===== src/hw/rtl/sc2a_pkg.sv =====
// Shared types, scancode constants and translation tables for the scancode decoder.
package sc2a_pkg;

    localparam logic [7:0] SC_LSHIFT_MAKE  = 8'h2A;
    localparam logic [7:0] SC_RSHIFT_MAKE  = 8'h36;
    localparam logic [7:0] SC_LSHIFT_BREAK = 8'hAA;
    localparam logic [7:0] SC_RSHIFT_BREAK = 8'hB6;
    localparam logic [7:0] SC_CAPS_MAKE    = 8'h3A;
    localparam int unsigned TABLE_LEN      = 58;
    localparam logic [6:0] CASE_FLIP       = 7'd32;

    localparam logic MODE_SCANCODE = 1'b0;
    localparam logic MODE_READ     = 1'b1;

    localparam logic [6:0] PLAIN_MAP [TABLE_LEN] = '{
        7'h00, 7'h1B, 7'h31, 7'h32, 7'h33, 7'h34, 7'h35, 7'h36, 7'h37, 7'h38,
        7'h39, 7'h30, 7'h2D, 7'h3D, 7'h08, 7'h09, 7'h71, 7'h77, 7'h65, 7'h72,
        7'h74, 7'h79, 7'h75, 7'h69, 7'h6F, 7'h70, 7'h5B, 7'h5D, 7'h0A, 7'h00,
        7'h61, 7'h73, 7'h64, 7'h66, 7'h67, 7'h68, 7'h6A, 7'h6B, 7'h6C, 7'h3B,
        7'h27, 7'h60, 7'h00, 7'h5C, 7'h7A, 7'h78, 7'h63, 7'h76, 7'h62, 7'h6E,
        7'h6D, 7'h2C, 7'h2E, 7'h2F, 7'h00, 7'h2A, 7'h00, 7'h20
    };

    localparam logic [6:0] SHIFTED_MAP [TABLE_LEN] = '{
        7'h00, 7'h1B, 7'h21, 7'h40, 7'h23, 7'h24, 7'h25, 7'h5E, 7'h26, 7'h2A,
        7'h28, 7'h29, 7'h5F, 7'h2B, 7'h08, 7'h09, 7'h51, 7'h57, 7'h45, 7'h52,
        7'h54, 7'h59, 7'h55, 7'h49, 7'h4F, 7'h50, 7'h7B, 7'h7D, 7'h0A, 7'h00,
        7'h41, 7'h53, 7'h44, 7'h46, 7'h47, 7'h48, 7'h4A, 7'h4B, 7'h4C, 7'h3A,
        7'h22, 7'h7E, 7'h00, 7'h7C, 7'h5A, 7'h58, 7'h43, 7'h56, 7'h42, 7'h4E,
        7'h4D, 7'h3C, 7'h3E, 7'h3F, 7'h00, 7'h2A, 7'h00, 7'h20
    };

    typedef struct packed {
        logic       push;
        logic [6:0] ch;
    } push_req_t;

    typedef struct packed {
        logic read_valid;
        logic key_waiting;
        logic dropped;
    } ring_status_t;

    function automatic logic [6:0] translate(input logic [7:0] code, input logic shift,
                                             input logic caps);
        logic [6:0] c;
        c = 7'd0;
        if (code < 8'(TABLE_LEN)) begin
            c = shift ? SHIFTED_MAP[code[5:0]] : PLAIN_MAP[code[5:0]];
            if (caps) begin
                if (c >= 7'h61 && c <= 7'h7A) begin
                    c = c - CASE_FLIP;
                end else if (c >= 7'h41 && c <= 7'h5A) begin
                    c = c + CASE_FLIP;
                end
            end
        end
        return c;
    endfunction

endpackage


===== src/hw/rtl/sc2a_decode.sv =====
// Shift and caps tracking and scancode translation into push requests.
module sc2a_decode (
    input  logic                aclk,
    input  logic                aresetn,
    input  logic                accept,
    input  logic                mode,
    input  logic [7:0]          scancode,
    output sc2a_pkg::push_req_t push_req
);
    import sc2a_pkg::*;

    logic shift_reg, shift_next;
    logic caps_reg, caps_next;
    logic [6:0] ch;

    assign ch = translate(scancode, shift_reg, caps_reg);

    always_comb begin
        shift_next    = shift_reg;
        caps_next     = caps_reg;
        push_req.push = 1'b0;
        push_req.ch   = ch;
        if (accept && mode == MODE_SCANCODE) begin
            priority if (scancode == SC_LSHIFT_MAKE || scancode == SC_RSHIFT_MAKE) begin
                shift_next = 1'b1;
            end else if (scancode == SC_LSHIFT_BREAK || scancode == SC_RSHIFT_BREAK) begin
                shift_next = 1'b0;
            end else if (scancode == SC_CAPS_MAKE) begin
                caps_next = !caps_reg;
            end else if (!scancode[7]) begin
                push_req.push = (ch != 7'd0);
            end
        end
    end

    always_ff @(posedge aclk) begin
        if (!aresetn) begin
            shift_reg <= 1'b0;
            caps_reg  <= 1'b0;
        end else begin
            shift_reg <= shift_next;
            caps_reg  <= caps_next;
        end
    end

endmodule


===== src/hw/rtl/sc2a_ring.sv =====
// Character ring: pointers, full and empty logic, and the character memory.
module sc2a_ring #(
    parameter int DEPTH = 256
) (
    input  logic                   aclk,
    input  logic                   aresetn,
    input  logic                   accept,
    input  logic                   mode,
    input  sc2a_pkg::push_req_t    push_req,
    output sc2a_pkg::ring_status_t status,
    output logic [6:0]             rdata
);
    import sc2a_pkg::*;

    localparam int PW = (DEPTH > 2) ? $clog2(DEPTH) : 1;

    logic [6:0]    char_mem [DEPTH];
    logic [6:0]    rdata_reg;
    logic [PW-1:0] wr_ptr_reg, wr_ptr_next;
    logic [PW-1:0] rd_ptr_reg, rd_ptr_next;
    logic [PW-1:0] wr_inc, rd_inc;
    logic          empty, full, rd_en, wr_en;

    function automatic logic [PW-1:0] ring_next(input logic [PW-1:0] p);
        if (p == PW'(DEPTH - 1)) begin
            return '0;
        end
        return p + PW'(1);
    endfunction

    assign wr_inc = ring_next(wr_ptr_reg);
    assign rd_inc = ring_next(rd_ptr_reg);
    assign empty  = (rd_ptr_reg == wr_ptr_reg);
    assign full   = (wr_inc == rd_ptr_reg);
    assign rd_en  = accept && mode == MODE_READ && !empty;
    assign wr_en  = push_req.push && !full;

    always_comb begin
        rd_ptr_next        = rd_en ? rd_inc : rd_ptr_reg;
        wr_ptr_next        = wr_en ? wr_inc : wr_ptr_reg;
        status.read_valid  = rd_en;
        status.dropped     = push_req.push && full;
        status.key_waiting = (rd_ptr_next != wr_ptr_next);
    end

    always_ff @(posedge aclk) begin
        if (!aresetn) begin
            wr_ptr_reg <= '0;
            rd_ptr_reg <= '0;
        end else begin
            wr_ptr_reg <= wr_ptr_next;
            rd_ptr_reg <= rd_ptr_next;
        end
    end

    always_ff @(posedge aclk) begin
        if (wr_en) begin
            char_mem[wr_ptr_reg] <= push_req.ch;
        end
    end

    always_ff @(posedge aclk) begin
        if (rd_en) begin
            rdata_reg <= char_mem[rd_ptr_reg];
        end
    end

    assign rdata = rdata_reg;

endmodule


===== src/hw/rtl/scancode_to_ascii_fifo_core.sv =====
// Top level of the set-1 scancode to ASCII decoder with its character ring.
//
//  Channel | Direction | Contents
//  --------+-----------+-------------------------------------------------------
//  s_      | in        | tuser: mode; tdata: scancode
//  m_      | out       | tdata: read_valid, read_char, key_waiting, dropped
//
// One item is accepted per cycle while the result side keeps up.
// An accepted item's result passes first through the registered read of the
// character memory, then through the output register.
// Reset clears the pointers and the shift and caps flags; the memory is not cleared.
// A stalled output holds the memory stage, and the input stalls only when both are full.
module scancode_to_ascii_fifo_core #(
    parameter int BUFFER_DEPTH = 256
) (
    input  logic        aclk,
    input  logic        aresetn,
    input  logic        s_tvalid,
    output logic        s_tready,
    input  logic [7:0]  s_tdata,   // [7:0] scancode
    input  logic        s_tuser,   // [0] mode
    output logic        m_tvalid,
    input  logic        m_tready,
    output logic [15:0] m_tdata    // [0] read_valid, [7:1] read_char, [8] key_waiting,
                                   // [9] dropped, [15:10] zero
);
    import sc2a_pkg::*;

    logic         accept;
    push_req_t    push_req;
    ring_status_t status;
    logic [6:0]   rdata;

    logic         s1_valid_reg, s1_valid_next;
    ring_status_t s1_status_reg;
    logic         s1_adv;
    logic         m_valid_reg, m_valid_next;
    logic [15:0]  m_data_reg;

    assign s1_adv   = s1_valid_reg && (!m_valid_reg || m_tready);
    assign s_tready = !s1_valid_reg || !m_valid_reg || m_tready;
    assign accept   = s_tvalid && s_tready;

    sc2a_decode u_decode (
        .aclk     (aclk),
        .aresetn  (aresetn),
        .accept   (accept),
        .mode     (s_tuser),
        .scancode (s_tdata),
        .push_req (push_req)
    );

    sc2a_ring #(
        .DEPTH (BUFFER_DEPTH)
    ) u_ring (
        .aclk     (aclk),
        .aresetn  (aresetn),
        .accept   (accept),
        .mode     (s_tuser),
        .push_req (push_req),
        .status   (status),
        .rdata    (rdata)
    );

    always_comb begin
        s1_valid_next = s1_valid_reg;
        if (accept) begin
            s1_valid_next = 1'b1;
        end else if (s1_adv) begin
            s1_valid_next = 1'b0;
        end
        m_valid_next = m_valid_reg;
        if (s1_adv) begin
            m_valid_next = 1'b1;
        end else if (m_tready) begin
            m_valid_next = 1'b0;
        end
    end

    always_ff @(posedge aclk) begin
        if (!aresetn) begin
            s1_valid_reg <= 1'b0;
            m_valid_reg  <= 1'b0;
        end else begin
            s1_valid_reg <= s1_valid_next;
            m_valid_reg  <= m_valid_next;
        end
    end

    always_ff @(posedge aclk) begin
        if (accept) begin
            s1_status_reg <= status;
        end
        if (s1_adv) begin
            m_data_reg <= {6'd0, s1_status_reg.dropped, s1_status_reg.key_waiting,
                           s1_status_reg.read_valid ? rdata : 7'd0,
                           s1_status_reg.read_valid};
        end
    end

    assign m_tvalid = m_valid_reg;
    assign m_tdata  = m_data_reg;

endmodule


===== config.mk =====
export PLATFORM = sky130hd
export DESIGN_NAME = scancode_to_ascii_fifo_core
export DESIGN_NICKNAME = d
export VERILOG_FILES = /design/src/hw/rtl/sc2a_pkg.sv /design/src/hw/rtl/sc2a_decode.sv /design/src/hw/rtl/sc2a_ring.sv /design/src/hw/rtl/scancode_to_ascii_fifo_core.sv
export SDC_FILE = /design/constraint.sdc
export NUM_CORES = 2
export LEC_CHECK = 0
export BUFFER_PORTS_ARGS = -buffer_cell sky130_fd_sc_hd__buf_2
export CORE_MARGIN = 3
export CORE_UTILIZATION = 62
export CTS_BUF_LIST = sky130_fd_sc_hd__clkbuf_8
export CTS_CLUSTER_SIZE = 24
export DETAILED_ROUTE_END_ITERATION = 10
export PLACE_DENSITY = 0.78
export SLEW_MARGIN = 0
export SYNTH_ARGS = -nofsm -noshare
export SYNTH_HDL_FRONTEND = slang
export SYNTH_HIERARCHICAL = 1
export SYNTH_SLANG_ARGS = --single-unit

===== constraint.sdc =====
create_clock -name aclk -period 23.6 [get_ports aclk]
set_input_delay 4.72 -clock aclk [delete_from_list [all_inputs] [get_ports aclk]]
set_output_delay 4.72 -clock aclk [all_outputs]
set_load 0.01 [all_outputs]

[Word level (Yosys, flattened, before mapping)]
Memory sizes are Yosys's and may differ from the RTL's. A register that Yosys moved wholly into a read port is not among the register bits.
Index checks and enable logic that the tools add are counted.
Operators by class
  $add $sub $neg: 4
  $mul: 0
  div/mod/pow operators: 0
  $lt $le $gt $ge: 6
  equal/unequal tests: 10
  shift operators: 0
  multiplexer cells: 30
  bitwise gates (word level): 4
  reduce and logical (&&, ||, !) cells: 25
Operators by type and width (count)
  7-bit two-way mux: 9
  8-bit two-way mux: 6
  8-bit == test (second input constant): 4
  8-bit by 6-bit == test with 1-bit output (second input constant): 3
  7-bit greater-or-equal comparator (second input constant): 3
  8-bit by 1-bit adder with 8-bit output (second input constant): 2
  8-bit == test: 2
  1-bit two-way mux: 15
  7-bit less-or-equal comparator (second input constant): 2
  1-bit logical AND: 9
  8-bit by 6-bit less-than comparator with 1-bit output (second input constant): 1
  8-bit != test: 1
  7-bit by 6-bit adder with 7-bit output (second input constant): 1
  6-bit NOT with 7-bit output: 1
  7-bit nonzero test: 1
  7-bit by 6-bit subtractor with 7-bit output (second input constant): 1
  2-bit nonzero test: 3
  1-bit zero test: 5
  1-bit logical OR: 5
  4-bit AND reduction: 1
  1-bit NOT: 3
  2-bit AND reduction: 1
Storage, ports and cells
  bits in registers: 33
  bits in latches: 0
  bits in writable memories: 1792
  memory bits (read-only): 896
  bits of input ports: 13
  output and inout port bits: 18
  logic and storage cells: 93
  memories: 3
Memory list
  u_ring.char_mem: depth 256, bits a word 7, rd ports 1, clocked after Yosys merged registers in 1, wr ports 1, RTL line sc2a_ring.sv:17  | logic [6:0] char_mem [DEPTH];
  (no name shown): depth 64, bits a word 7, rd ports 1, clocked after Yosys merged registers in 0, wr ports 0, RTL line sc2a_pkg.sv:49  | c = shift ? SHIFTED_MAP[code[5:0]] : PLAIN_MAP[code[5:0]];
  (no name shown): depth 64, bits a word 7, rd ports 1, clocked after Yosys merged registers in 0, wr ports 0, RTL line sc2a_pkg.sv:49

[Logic depth before layout (Yosys ltp)]
  depth in word-level cells: 20
  depth in mapped cells: 23
  gate-level depth less buffers: 21

[Modules after synthesis]
Netlist, hierarchy kept.
By module, submodules not included
  sc2a_ring: instances 1, cells an instance 3055, area each 70835.4 um^2, seq. area each 54342.1 um^2
  sc2a_decode: instances 1, cells an instance 247, area each 1769.2 um^2, seq. area each 40.0 um^2
  scancode_to_ascii_fifo_core: instances 1, cells an instance 36, area each 576.8 um^2, seq. area each 430.4 um^2

[Worst setup path after synthesis]
No wires, ideal clock.
  path kind: in2reg
  start point: input s_tdata[0]
  end point: memory u_ring.char_mem[0][6] (data pin)
  library setup time: 1.393 ns
  data arrival time: 13.343 ns
  data required time: 22.207 ns
  setup slack: 8.864 ns
  stages on the path: 13
  buffers on the path: 2
  cell sequence: buf_2 > inv_1 > ha_1 > clkbuf_1 > mux4_2 > a211oi_2 > o32ai_4 > and3_1 > a41oi_2 > nor4_1 > or4_1 > and3_1 > nor2_1
RTL lines
  start: declaration: RTL line scancode_to_ascii_fifo_core.sv:20  | input logic [7:0] s_tdata,
  end: declaration: RTL line sc2a_ring.sv:17

==> impl_metrics.toml <==
[grt]
track_usage_pct = 28.4
gr-total-overflow = 0
grt_pass1_wl_um = 250000
grt_pass1_vias = 36300
antenna_found_initial = 4
grt_max_degree = 188

[clock_network]
cts_root_buf = "clkbuf_8"
h-tree-depth = 5
path_clk_slew_ns = 0.06
clock_latency_ns = 0.96
holdBufCountCts = 0
post_cts_buffers = 0
numCtsBuffers = 293
cts_sinks = 1832
cts_resized = 0
clockBufferDepth = 4
cts_tree = "built"

[worst_setup_path]
worst_setup_path_start_kind = "primary input"
cp-end-kind = "flop"
r2r_cells = 14
worst_ep_required_time_ns = 24.13
path_max_fanout = 49
cp.arrival_ns = 12.67
critPathKind = "in2reg"

[status]
violations = "max-capacitance violations"
outcome = "complete, but fails checks"

[cells_and_area]
largest_reg_flops = 1792
post-route-util_pct = 68.5
nNetsFinal = 3537
area_growth_pct = 9.23
largest_register = "u_ring/char_mem"
drive_above_1_share_pct = 28.8

[placement]
place.gp.congestion = 0.901
portBuffers = 24
dp_hpwl_um = 99800
pre_cts_ws_ns = 10.85

[detailed_routing]
drt-vias-per-instance = 6.87
ant_nets = 0
wirelength_um = 169000
drtIter0Drc = 5431
first_pass_iters = 8
routedWlPerCell_um = 32.4
drc_errors = 0
vias = 35900

[pwr]
p_int_w = 0.00487
power_density_nw_per_um2 = 76.7
power_frac_comb_pct = 2.0
peakVddDrop_uv = 43.2
switching_power_w = 0.00127
p_sw_share_pct = 20.7
finalPower_w = 0.00613
p_clk_share_pct = 39.5
pwr-share-seq_pct = 58.4
leakage_nw = 22.2

[yosys]
synth_area_leaders = "edfxtp_1 (74%), mux4_2 (18%), nor2_1 (1.5%)"
yosys_most_used_dff = "edfxtp_1"
synth-edff-count = 1812
yosysSeqAreaShare_pct = 74.9
synthTopCellsByCount = "edfxtp_1 (1812), mux4_2 (596), nor2_1 (295)"
async_flop_share_pct = 0
synth.avg_cell_area_sq_um = 21.9
netlist.top_cell.by_area = "edfxtp_1"
synth_cell_type_count = 85
yosys_warnings = 6
syn_inst = 3338
synth.top_cell.area_share_pct = 74.4
ys_seq_elements = 1832
synth.most_common_cell = "edfxtp_1"
syn_area_sq_um = 73200

[floorplan]
io_pins = 31
core_area_sq_um = 117000
fp.dieArea_sq_um = 122000
floorplan.rows = 125
dieWidth_um = 350
fp.dieH_um = 350
start_util_pct = 62.7

[timing]
tightest_slew_ns = 1.49
maxSlewHeadroom_pct = 0.611
period_needed_ns = 12.14
finalSetupViolCount = 0
max_freq_ghz = 0.0824
hold_violations = 0
fin_ws_ns = 11.46
tns_ns = 0
post-route-period-util_pct = 51.4
skew_ns = 0.0848
grt_setup_unrepaired = "no"
whs_ns = 0.428
slew_violations = 0

[flow_run]
maxCapViolations = 1

[min_path]
hold_class = "reg2reg"
hold_depth = 0
worst paths after layout:
| path | slack (ns) | start | end |
|---|---|---|---|
| worst max register to register | 15.65 | u_decode/shift_reg | u_ring/char_mem[215][5] |
| worst min-delay path | 0.43 | s1_status_reg[1] | m_tdata[8] |
| worst max-delay path | 11.46 | s_tdata[2] | u_ring/char_mem[215][5] |
| worst min register to register | 0.43 | s1_status_reg[1] | m_tdata[8] |
stage by stage:
stage,area [sq um],instances
finish,79900,5228
floorplan,73200,3343
CTS,79900,5224
global route,79900,5226
detailed placement,74800,4733
global placement,74800,4732
final cells by class:
class	count	area, sq um
clock buffer	297	4090
multi-input combinational	1277	17400
inverter	21	78.8
tap	1524	1910
sequential	1832	54800
timing repair buffer	79	608
clock inverter	194	1050
antenna	4	10.0
fill	6862	36700
critical path: stages:
cell	delay, ns
buf_2	0.08
buf_4	0.38
inv_1	0.27
ha_1	0.34
mux2i_1	0.18
nor2_1	0.06
a311oi_1	0.26
a311o_1	0.17
nand3_1	0.28
inv_1	0.18
ha_1	0.27
nor2_1	0.08
mux2i_1	0.30
o32ai_1	0.18
or4_1	0.45
and3_1	0.23
a31oi_1	0.53
inv_1	0.24
a21oi_2	0.87
nand3_1	1.32
buf_4	0.64
nor2_1	0.58
routing by layer:
metal / wire [um] / vias up / track usage [%]
met1: 61800 / 18700 / 41.1
met4: 5610 / 2 / 9.82
li1: - / 14400 / -
met5: 19 / - / 0
met2: 82600 / 2416 / 44.2
met3: 19100 / 363 / 6.23
power by group through the flow:
stage	logic, W	registers (W)	clock network, W
finish	0.000125	0.00358	0.00243
global route	0.000134	0.00358	0.00262
CTS	0.000125	0.00358	0.00247
detailed placement	0.000125	0.00365	0
global placement	0.000120	0.00365	0
floorplan	0.0000726	0.00367	0
cell usage in the layout, fill, tap and decap left out, drive strengths merged, types with 5 or more instances in the layout:
master | netlist | final
a21oi | 20 | 20
a31oi | 12 | 12
clkinvlp | 0 | 7
nand2b | 10 | 10
o211ai | 11 | 11
and3 | 6 | 6
nor2b | 26 | 26
edfxtp | 1812 | 1812
mux4 | 596 | 596
clkinv | 0 | 96
mux2i | 9 | 9
buf | 112 | 79
xnor2 | 16 | 16
nor3 | 12 | 12
nor2 | 295 | 295
nand3 | 31 | 31
ha | 20 | 20
and2 | 22 | 22
xor2 | 11 | 11
nand4 | 13 | 13
o21ai | 16 | 16
o221ai | 5 | 5
conb | 1 | 6
nand2 | 39 | 39
clkbuf | 101 | 297
bufinv | 0 | 8
dfxtp | 20 | 20
inv | 21 | 104
nor4 | 5 | 5
cells by family after synthesis:
kind of cell,Yosys count,share of synthesized area (%)
flip-flops,1832,74.9
XOR/XNOR,28,0.356
AO/OA/AOI/OAI,130,1.40
adder cells (fa/ha/maj),20,0.342
buffers and inverters,234,1.48
other,1,0.00512
AND/OR/NAND/NOR,486,3.01
multiplexers,607,18.5
Note: power is estimated with default switching activity, not from simulation.
